$ cat src/rtl/ptd_pkg.sv
package ptd_pkg;

	localparam int NUM_TIMED_TASKS  = 14;
	localparam int NUM_EVENTS       = 4;
	localparam int TICKS_PER_SECOND = 100;
	localparam int TIME_WIDTH       = 32;

	localparam int OP_W    = 3;
	localparam int INDEX_W = 4;
	localparam int KIND_W  = 2;

	localparam int TIDX_W   = (NUM_TIMED_TASKS > 1) ? $clog2(NUM_TIMED_TASKS) : 1;
	localparam int EIDX_W   = (NUM_EVENTS > 1) ? $clog2(NUM_EVENTS) : 1;
	localparam int NUM_SCAN = NUM_TIMED_TASKS + NUM_EVENTS;
	localparam int SCAN_W   = $clog2(NUM_SCAN);

	localparam logic [TIME_WIDTH-1:0] TICKS_1S  = TIME_WIDTH'(TICKS_PER_SECOND);
	localparam logic [TIME_WIDTH-1:0] TICKS_10S = TIME_WIDTH'(TICKS_PER_SECOND * 10);
	localparam logic [TIME_WIDTH-1:0] SECOND    = TIME_WIDTH'(TICKS_PER_SECOND);

	localparam logic [OP_W-1:0] OP_TICK   = 3'd0;
	localparam logic [OP_W-1:0] OP_ARM    = 3'd1;
	localparam logic [OP_W-1:0] OP_DISARM = 3'd2;
	localparam logic [OP_W-1:0] OP_QUERY  = 3'd3;
	localparam logic [OP_W-1:0] OP_RAISE  = 3'd4;

	localparam logic [KIND_W-1:0] KIND_TASK  = 2'd0;
	localparam logic [KIND_W-1:0] KIND_EVENT = 2'd1;
	localparam logic [KIND_W-1:0] KIND_QUERY = 2'd2;

	typedef struct packed {
		logic              accept;
		logic              step;
		logic              finish;
		logic [SCAN_W-1:0] scan_idx;
	} ctl_cmd_t;

	typedef struct packed {
		logic hit;
		logic held_valid;
		logic can_push;
	} dp_sts_t;

	function automatic logic boot_enable(input int i);
		logic en;
		unique case (i)
			0, 2, 3, 5, 8, 9, 13: en = 1'b1;
			default:              en = 1'b0;
		endcase
		return en;
	endfunction

	function automatic logic [TIME_WIDTH-1:0] boot_period(input int i);
		logic [TIME_WIDTH-1:0] p;
		unique case (i)
			0, 1, 3: p = TICKS_1S;
			2, 13:   p = SECOND;
			4:       p = TICKS_10S;
			default: p = TIME_WIDTH'(1);
		endcase
		return p;
	endfunction

endpackage

$ cat src/rtl/periodic_and_event_task_dispatcher_top.sv
// Periodic and event task dispatcher. One item at a time. Arm, disarm and raise are taken
// in idle; a query is taken and then its result is released from the held register. A tick
// is taken, then the controller walks one task entry or event flag per cycle through a single
// compare and add unit, except while a new result meets a full, stalled output register,
// and then releases the final result.
// Each result is held one step so that the final one of a tick carries last.
module periodic_and_event_task_dispatcher_top (
	input  logic                             clk,
	input  logic                             arst_n,
	input  logic                             in_valid,
	output logic                             in_stall,
	input  logic [ptd_pkg::OP_W-1:0]         op,
	input  logic [ptd_pkg::INDEX_W-1:0]      task_index,
	input  logic [ptd_pkg::TIME_WIDTH-1:0]   period,
	output logic                             out_valid,
	input  logic                             out_stall,
	output logic [ptd_pkg::KIND_W-1:0]       kind,
	output logic [ptd_pkg::INDEX_W-1:0]      task_id,
	output logic                             enabled,
	output logic                             last
);

	ptd_pkg::ctl_cmd_t cmd;
	ptd_pkg::dp_sts_t  sts;

	ptd_ctrl u_ctrl (
		.clk      (clk),
		.arst_n   (arst_n),
		.in_valid (in_valid),
		.in_stall (in_stall),
		.op       (op),
		.sts      (sts),
		.cmd      (cmd)
	);

	ptd_datapath u_datapath (
		.clk        (clk),
		.arst_n     (arst_n),
		.cmd        (cmd),
		.op         (op),
		.task_index (task_index),
		.period     (period),
		.sts        (sts),
		.out_valid  (out_valid),
		.out_stall  (out_stall),
		.kind       (kind),
		.task_id    (task_id),
		.enabled    (enabled),
		.last       (last)
	);

endmodule

$ cat src/rtl/ptd_ctrl.sv
module ptd_ctrl (
	input  logic                   clk,
	input  logic                   arst_n,
	input  logic                   in_valid,
	output logic                   in_stall,
	input  logic [ptd_pkg::OP_W-1:0] op,
	input  ptd_pkg::dp_sts_t       sts,
	output ptd_pkg::ctl_cmd_t      cmd
);

	localparam logic [1:0] ST_IDLE   = 2'd0;
	localparam logic [1:0] ST_SCAN   = 2'd1;
	localparam logic [1:0] ST_FINISH = 2'd2;

	logic [1:0]                  state_q;
	logic [ptd_pkg::SCAN_W-1:0]  cnt_q;
	logic                        blocked;

	assign in_stall     = (state_q != ST_IDLE);
	assign blocked      = sts.hit && sts.held_valid && !sts.can_push;
	assign cmd.accept   = in_valid && (state_q == ST_IDLE);
	assign cmd.step     = (state_q == ST_SCAN) && !blocked;
	assign cmd.finish   = (state_q == ST_FINISH) && (!sts.held_valid || sts.can_push);
	assign cmd.scan_idx = cnt_q;

	always_ff @(posedge clk or negedge arst_n) begin
		if (!arst_n) begin
			state_q <= ST_IDLE;
			cnt_q   <= '0;
		end else begin
			unique case (state_q)
				ST_IDLE: begin
					if (cmd.accept) begin
						if (op == ptd_pkg::OP_TICK) begin
							state_q <= ST_SCAN;
							cnt_q   <= '0;
						end else if (op == ptd_pkg::OP_QUERY) begin
							state_q <= ST_FINISH;
						end
					end
				end
				ST_SCAN: begin
					if (cmd.step) begin
						if (cnt_q == ptd_pkg::SCAN_W'(ptd_pkg::NUM_SCAN - 1)) begin
							state_q <= ST_FINISH;
						end else begin
							cnt_q <= cnt_q + 1'b1;
						end
					end
				end
				ST_FINISH: begin
					if (cmd.finish) begin
						state_q <= ST_IDLE;
					end
				end
				default: begin
					state_q <= ST_IDLE;
				end
			endcase
		end
	end

	a_no_step_and_finish: assert property (@(posedge clk) disable iff (!arst_n)
		!(cmd.step && cmd.finish)) else $error("step and finish together");

	a_tick_starts_scan: assert property (@(posedge clk) disable iff (!arst_n)
		(cmd.accept && op == ptd_pkg::OP_TICK) |=> (state_q == ST_SCAN && cnt_q == '0))
		else $error("tick did not start scan");

	a_blocked_holds_cnt: assert property (@(posedge clk) disable iff (!arst_n)
		(state_q == ST_SCAN && !cmd.step) |=> $stable(cnt_q))
		else $error("scan moved while blocked");

	a_idle_buffer_empty: assert property (@(posedge clk) disable iff (!arst_n)
		(state_q == ST_IDLE) |-> !sts.held_valid)
		else $error("held result left in idle");

endmodule

$ cat src/rtl/ptd_datapath.sv
module ptd_datapath (
	input  logic                             clk,
	input  logic                             arst_n,
	input  ptd_pkg::ctl_cmd_t                cmd,
	input  logic [ptd_pkg::OP_W-1:0]         op,
	input  logic [ptd_pkg::INDEX_W-1:0]      task_index,
	input  logic [ptd_pkg::TIME_WIDTH-1:0]   period,
	output ptd_pkg::dp_sts_t                 sts,
	output logic                             out_valid,
	input  logic                             out_stall,
	output logic [ptd_pkg::KIND_W-1:0]       kind,
	output logic [ptd_pkg::INDEX_W-1:0]      task_id,
	output logic                             enabled,
	output logic                             last
);

	logic [ptd_pkg::TIME_WIDTH-1:0]      tick_q;
	logic [ptd_pkg::NUM_TIMED_TASKS-1:0] en_q;
	logic [ptd_pkg::TIME_WIDTH-1:0]      period_q [ptd_pkg::NUM_TIMED_TASKS];
	logic [ptd_pkg::TIME_WIDTH-1:0]      due_q    [ptd_pkg::NUM_TIMED_TASKS];
	logic [ptd_pkg::NUM_EVENTS-1:0]      pend_q;

	logic                          held_valid_q;
	logic [ptd_pkg::KIND_W-1:0]    held_kind_q;
	logic [ptd_pkg::INDEX_W-1:0]   held_id_q;
	logic                          held_en_q;
	logic                          out_valid_q;

	logic                          is_task;
	logic [ptd_pkg::TIDX_W-1:0]    tidx;
	logic [ptd_pkg::EIDX_W-1:0]    eidx;
	logic [ptd_pkg::SCAN_W-1:0]    ev_off;
	logic [ptd_pkg::TIME_WIDTH-1:0] next_due;
	logic                          hit;
	logic [ptd_pkg::TIDX_W-1:0]    in_tidx;
	logic [ptd_pkg::EIDX_W-1:0]    in_eidx;
	logic                          in_task_ok;
	logic                          in_event_ok;
	logic                          can_push;
	logic                          push;
	logic                          found;

	assign is_task  = cmd.scan_idx < ptd_pkg::SCAN_W'(ptd_pkg::NUM_TIMED_TASKS);
	assign tidx     = ptd_pkg::TIDX_W'(cmd.scan_idx);
	assign ev_off   = cmd.scan_idx - ptd_pkg::SCAN_W'(ptd_pkg::NUM_TIMED_TASKS);
	assign eidx     = ptd_pkg::EIDX_W'(ev_off);
	assign next_due = tick_q + period_q[tidx];
	assign hit      = is_task ? (en_q[tidx] && (tick_q >= due_q[tidx])) : pend_q[eidx];

	assign in_tidx     = ptd_pkg::TIDX_W'(task_index);
	assign in_eidx     = ptd_pkg::EIDX_W'(task_index);
	assign in_task_ok  = task_index < ptd_pkg::INDEX_W'(ptd_pkg::NUM_TIMED_TASKS);
	assign in_event_ok = task_index < ptd_pkg::INDEX_W'(ptd_pkg::NUM_EVENTS);

	assign can_push = !out_valid_q || !out_stall;
	assign found    = cmd.step && hit;
	assign push     = held_valid_q && (found || cmd.finish);

	assign sts.hit        = hit;
	assign sts.held_valid = held_valid_q;
	assign sts.can_push   = can_push;

	always_ff @(posedge clk or negedge arst_n) begin
		if (!arst_n) begin
			tick_q       <= '0;
			pend_q       <= '0;
			held_valid_q <= 1'b0;
			for (int i = 0; i < ptd_pkg::NUM_TIMED_TASKS; i++) begin
				en_q[i]     <= ptd_pkg::boot_enable(i);
				period_q[i] <= ptd_pkg::boot_period(i);
				due_q[i]    <= '0;
			end
		end else begin
			if (cmd.accept) begin
				unique case (op)
					ptd_pkg::OP_TICK: begin
						tick_q <= tick_q + 1'b1;
					end
					ptd_pkg::OP_ARM: begin
						if (in_task_ok) begin
							en_q[in_tidx]     <= 1'b1;
							period_q[in_tidx] <= period;
							due_q[in_tidx]    <= tick_q + period;
						end
					end
					ptd_pkg::OP_DISARM: begin
						if (in_task_ok) begin
							en_q[in_tidx] <= 1'b0;
						end
					end
					ptd_pkg::OP_QUERY: begin
						held_valid_q <= 1'b1;
					end
					ptd_pkg::OP_RAISE: begin
						if (in_event_ok) begin
							pend_q[in_eidx] <= 1'b1;
						end
					end
					default: begin
					end
				endcase
			end
			if (found) begin
				held_valid_q <= 1'b1;
				if (is_task) begin
					due_q[tidx] <= next_due;
				end else begin
					pend_q[eidx] <= 1'b0;
				end
			end
			if (cmd.finish) begin
				held_valid_q <= 1'b0;
			end
		end
	end

	// held result payload
	always_ff @(posedge clk) begin
		if (cmd.accept && op == ptd_pkg::OP_QUERY) begin
			held_kind_q <= ptd_pkg::KIND_QUERY;
			held_id_q   <= task_index;
			held_en_q   <= in_task_ok && en_q[in_tidx];
		end else if (found) begin
			held_en_q <= 1'b0;
			if (is_task) begin
				held_kind_q <= ptd_pkg::KIND_TASK;
				held_id_q   <= ptd_pkg::INDEX_W'(cmd.scan_idx);
			end else begin
				held_kind_q <= ptd_pkg::KIND_EVENT;
				held_id_q   <= ptd_pkg::INDEX_W'(ev_off);
			end
		end
	end

	// output register
	always_ff @(posedge clk or negedge arst_n) begin
		if (!arst_n) begin
			out_valid_q <= 1'b0;
		end else if (push) begin
			out_valid_q <= 1'b1;
		end else if (out_valid_q && !out_stall) begin
			out_valid_q <= 1'b0;
		end
	end

	always_ff @(posedge clk) begin
		if (push) begin
			kind    <= held_kind_q;
			task_id <= held_id_q;
			enabled <= held_en_q;
			last    <= cmd.finish;
		end
	end

	assign out_valid = out_valid_q;

endmodule
$ cat config.mk
export PLATFORM = sky130hd
export DESIGN_NAME = periodic_and_event_task_dispatcher_top
export DESIGN_NICKNAME = d
export VERILOG_FILES = /design/src/rtl/ptd_pkg.sv /design/src/rtl/periodic_and_event_task_dispatcher_top.sv /design/src/rtl/ptd_ctrl.sv /design/src/rtl/ptd_datapath.sv
export SDC_FILE = /design/constraint.sdc
export NUM_CORES = 2
export LEC_CHECK = 0
export ABC_AREA = 1
export BUFFER_PORTS_ARGS = -buffer_cell sky130_fd_sc_hd__buf_2
export CORE_MARGIN = 3
export CORE_UTILIZATION = 45
export CTS_CLUSTER_DIAMETER = 120
export DETAILED_ROUTE_END_ITERATION = 10
export GPL_ROUTABILITY_DRIVEN = 0
export SYNTH_ARGS = -nofsm -noshare
export SYNTH_HDL_FRONTEND = slang
export SYNTH_SLANG_ARGS = --single-unit
$ cat constraint.sdc
create_clock -name clk -period 3.8 [get_ports clk]
set_clock_uncertainty 0.1 [all_clocks]
set_input_delay 0.57 -clock clk [delete_from_list [all_inputs] [get_ports clk]]
set_output_delay 0.57 -clock clk [all_outputs]
set_load 0.05 [all_outputs]
==> qor_table.md <==
| Parameter | Value |
| --- | --- |
| Footprint of the multi-input gates | 0.0261 sq mm |
| Wire length of the first global-routing pass | 311 mm |
| IO Pins | 53 |
| Wirelength, routed | 208 mm |
| Worst slack after detailed placement | -532 ps |
| Highest cell delay on the worst timing path | 560 ps |
| Result of the run | finished with violations |
| Area used by sequential logic in the layout | 0.0244 sq mm |
| TritonCTS clock tree | yes |
| Number of flops mapped to enable cells by yosys | 13 |
| Rows | 125 |
| Number of warning messages in the yosys log | 0 |
| Failing checks | setup timing |
| Pins Over Slew Limit | 0 |
| Biggest area contributors in the synthesized netlist | sky130_fd_sc_hd__dfrtp_1 43%, sky130_fd_sc_hd__nand2_1 15%, sky130_fd_sc_hd__o21ai_0 13% |
| Crit Path Class | reg2reg |
| Data required time at the worst endpoint | 4310 ps |
| Die extent in y | 349 um |
| Type of the worst min-delay path | in2reg |
| Kind of end point of the critical path | flop |
| Fin util | 55.5% |
| CTS max path bufs | 3 |
| Pin slew with the least headroom to its limit | 1290 ps |
| Fmax | 0.243 GHz |
| Period Utilization, post-route | 108% |
| Vias post-DR | 53000 |
| Number of buffers added on ports | 52 |
| Setup violation total in the final timing report | 475 |
| CTS buffer count | 110 |
| H-tree level count | 3 |
| Final Critical Period | 4120 ps |
| Number of storage elements in the synthesis netlist | 970 |
| Half-perimeter wire length after placement | 135 mm |
| Die area | 0.122 sq mm |
| Worst path setup slack after routing | -317 ps |
| P per Cell Area | 574 mW/mm^2 |
| Most frequently used flop master after synthesis | sky130_fd_sc_hd__dfrtp_1 |
| Routed via count divided by cell count | 5.87 |
| Most area-hungry cell type in the Yosys netlist | sky130_fd_sc_hd__dfrtp_1 |
| FF-to-FF setup slack | -320 ps |
| Via count of the first global-routing pass | 49400 |
| First-iteration detailed-routing DRC count | 7016 |
| Nets | 7561 |
| Worst slew margin relative to its limit | 13.1% |
| Filler cell count | 10900 |
| Netlist area before placement | 0.0531 sq mm |
| Initial standard-cell utilization of the core | 45.5% |
| Total iterations of the first detailed-routing run | 7 |
| Maximum fanout along the worst path | 21 |
| Sequential element share of the synthesized area | 45.9% |
| Master of the slowest instance on the critical path | sky130_fd_sc_hd__dfrtp_4 |
| Die width | 349 um |
| Fraction of post-synthesis cell area in the top cell type by area | 43.3% |
| Clock Tree Root | sky130_fd_sc_hd__clkbuf_16 |
| Remaining routing DRC violations | 0 |
| Total global routing overflow | 0 |
| Remaining antenna violation count after routing | 0 |
| Routed wire length per instance | 23.0 um |
| Cell breakdown of the critical path | inv_12, buf_4, buf_12, o21ai_0, o22ai_1, a221oi_2, ha_1, nand2_1, nor2_2, nand4_1, nor2_1, buf_4, nand2_2, nand3_2, nand2_2, nand2_4, buf_6, nand4_1, buf_4, buf_12, buf_12, buf_8, nand2_1, nand2_1 |
| LEAKAGE | 0.0311 uW |
| RSZ-0062 raised after global routing | true |
| Post-Route Hold Slack | 90.7 ps |
| Worst setup SP type | flop |
| Clock latency at the later pin of the worst-skew pair | 740 ps |
| Count of mapped cells out of synthesis | 7209 |
| Number of max-cap violations | 0 |
| Number of sinks on the clock net | 970 |
| Fraction of final layout cells with drive strength greater than 1 | 14.8% |
| Area of the placeable core | 0.117 sq mm |
| Pin count of the biggest net entering global routing | 124 |
| Area added between synthesis and finish | 22.0% |
| Post-synthesis async set-or-reset flop share | 98.5% |
| Count of different cell masters after synthesis | 52 |
| Peak supply drop | 450 uV |
| Clock-pin slew reported for the worst setup and hold paths after clock tree synthesis | 60 ps |
| Number of hold-slack violations in the final timing report | 0 |
| Arrival time at the worst endpoint | 4630 ps |
| Net Count, Synth | 7354 |
| Number of antenna violations at the first check in global routing | 6 |
| Average size of a mapped cell | 7.36 sq um |
| Total Routing Usage GR | 33.3% |
==> critical path: cells and delay by family (launching register included) <==
kind | cells | cell delay (ps)
adder cells (fa/ha/maj) | 1 | 310
AO/OA/AOI/OAI | 3 | 530
buffers and inverters | 9 | 1530
AND/OR/NAND/NOR | 11 | 900
flip-flops | 1 | 560
==> layout by cell type (no fill, tap or decap), drive strengths merged, types with 29 or more instances in the layout <==
cell    netlist  layout
a21oi       169     169
buf          98     636
clkbuf      453     154
clkinv        3      35
dfrtp       919     919
dfstp        36      36
ha          100     100
inv         369     368
nand2      2112    2112
nand3       349     349
nand4        85      85
nor2        550     550
nor3         29      29
o21ai      1557    1557
o22ai       174     174
xnor2        46      46
==> registers in the layout, indices dropped and copies added, names as in the netlist, named ones only <==
signal                   count
u_datapath.held_id_q         4
u_datapath.period_q        448
u_ctrl.state_q               2
u_datapath.out_valid         1
u_datapath.due_q           448
u_datapath.tick_q           32
u_datapath.enabled           1
u_datapath.pend_q            4
u_datapath.held_en_q         1
u_datapath.held_kind_q       2
u_ctrl.cnt_q                 5
u_datapath.held_valid_q      1
u_datapath.task_id           4
u_datapath.kind              2
u_datapath.last              1
==> path summary, 6_finish.rpt <==
check / startpoint / cells after the start / to
worst max-delay path: u_ctrl.cnt_q[1]$_DFFE_PN0P_ / 24 / u_datapath.due_q[86]$_DFF_PN0_
worst min-delay path: period[31] / 3 / u_datapath.period_q[415]$_DFFE_PN0P_
worst max register to register: u_ctrl.cnt_q[1]$_DFFE_PN0P_ / 24 / u_datapath.due_q[86]$_DFF_PN0_
worst min register to register: u_datapath.held_kind_q[1]$_SDFFE_PP1N_ / 0 / u_datapath.kind[1]$_DFFE_PP_
max in group asynchronous: arst_n / 4 / u_datapath.due_q[278]$_DFF_PN0_
min in group asynchronous: arst_n / 2 / u_datapath.period_q[130]$_DFFE_PN0P_
==> synthesized netlist by cell type (4+ instances only) <==
cell and instances:
sky130_fd_sc_hd__nand2_1 2108, sky130_fd_sc_hd__o21ai_0 1425, sky130_fd_sc_hd__dfrtp_1 919, sky130_fd_sc_hd__nor2_1 538, sky130_fd_sc_hd__clkbuf_1 449, sky130_fd_sc_hd__inv_1 351
sky130_fd_sc_hd__nand3_1 349, sky130_fd_sc_hd__o22ai_1 174, sky130_fd_sc_hd__a21oi_1 167, sky130_fd_sc_hd__o21ai_1 132, sky130_fd_sc_hd__ha_1 100, sky130_fd_sc_hd__nand4_1 85
sky130_fd_sc_hd__buf_2 65, sky130_fd_sc_hd__xnor2_1 46, sky130_fd_sc_hd__dfstp_2 36, sky130_fd_sc_hd__a22o_1 28, sky130_fd_sc_hd__a221oi_1 27, sky130_fd_sc_hd__xor2_1 25
sky130_fd_sc_hd__nor3_1 24, sky130_fd_sc_hd__buf_1 22, sky130_fd_sc_hd__inv_2 18, sky130_fd_sc_hd__edfxtp_1 13, sky130_fd_sc_hd__buf_4 11, sky130_fd_sc_hd__nor2_2 9
sky130_fd_sc_hd__o21bai_1 9, sky130_fd_sc_hd__or2_2 9, sky130_fd_sc_hd__nand3b_1 7, sky130_fd_sc_hd__a21o_1 6, sky130_fd_sc_hd__nor4_1 5, sky130_fd_sc_hd__a2111oi_0 4
sky130_fd_sc_hd__a31oi_1 4, sky130_fd_sc_hd__clkbuf_2 4, sky130_fd_sc_hd__nor3_2 4
==> timing repair <==
action	4_1_cts	5_1_grt
hold endpoints to repair	31	0
setup buffers	25	7
gates cloned	13	6
pin swaps	21	43
hold buffers	2	0
gates resized for setup	212	172
endpoints found under the setup margin	476	476
==> cells by family (layout without fill, tap and decap cells) <==
group	count (synthesis)	count (layout)	synth area share, %
AND/OR/NAND/NOR	3154	3154	23.9
AO/OA/AOI/OAI	1989	1989	19.8
other	0	5	0
flip-flops	970	970	45.9
adder cells (fa/ha/maj)	102	102	2.43
buffers and inverters	923	1226	6.77
XOR/XNOR	71	71	1.17
==> metal layers <==
| metal | vias to the layer above | global-route usage (%) | share of wire (%) |
|---|---|---|---|
| met5 | - | 0 | 0 |
| met4 | 0 | 14.8 | 4.5 |
| met3 | 473 | 6.09 | 10 |
| met2 | 2775 | 50.3 | 44 |
| met1 | 25400 | 46.6 | 42 |
| li1 | 24400 | - | - |
==> metrics by stage <==
step                std cells  area (sq um)  total power (uW)  setup TNS [ps]
finish                   9041         64800             37200          -86180
detailed placement       8780         58700             24000         -171970
global route             9040         64800             39000         -143040
global placement         8780         58700             23900         -149010
CTS                      9025         64000             36500          -36730
floorplan                7209         53100             18800               0
==> final cells by class <==
class | instances | share of cell area [%]
inverters | 372 | 2.23
flip-flops and latches | 970 | 37.6
well taps | 1524 | 2.94
diodes | 5 | 0.0193
repair buffers | 645 | 10.5
multi-input cells | 5316 | 40.3
clock inverters | 59 | 1.55
repair inverters | 1 | 0.0251
clock buffers | 149 | 4.77
==> where the power goes <==
part / internal [uW] / switching, uW / leakage [uW]
clock network: 7290 / 4740 / 0.00199
registers: 11800 / 846 / 0.0129
logic: 4910 / 7640 / 0.0162
total: 24000 / 13200 / 0.0311
(Power assumes the default switching activity.)
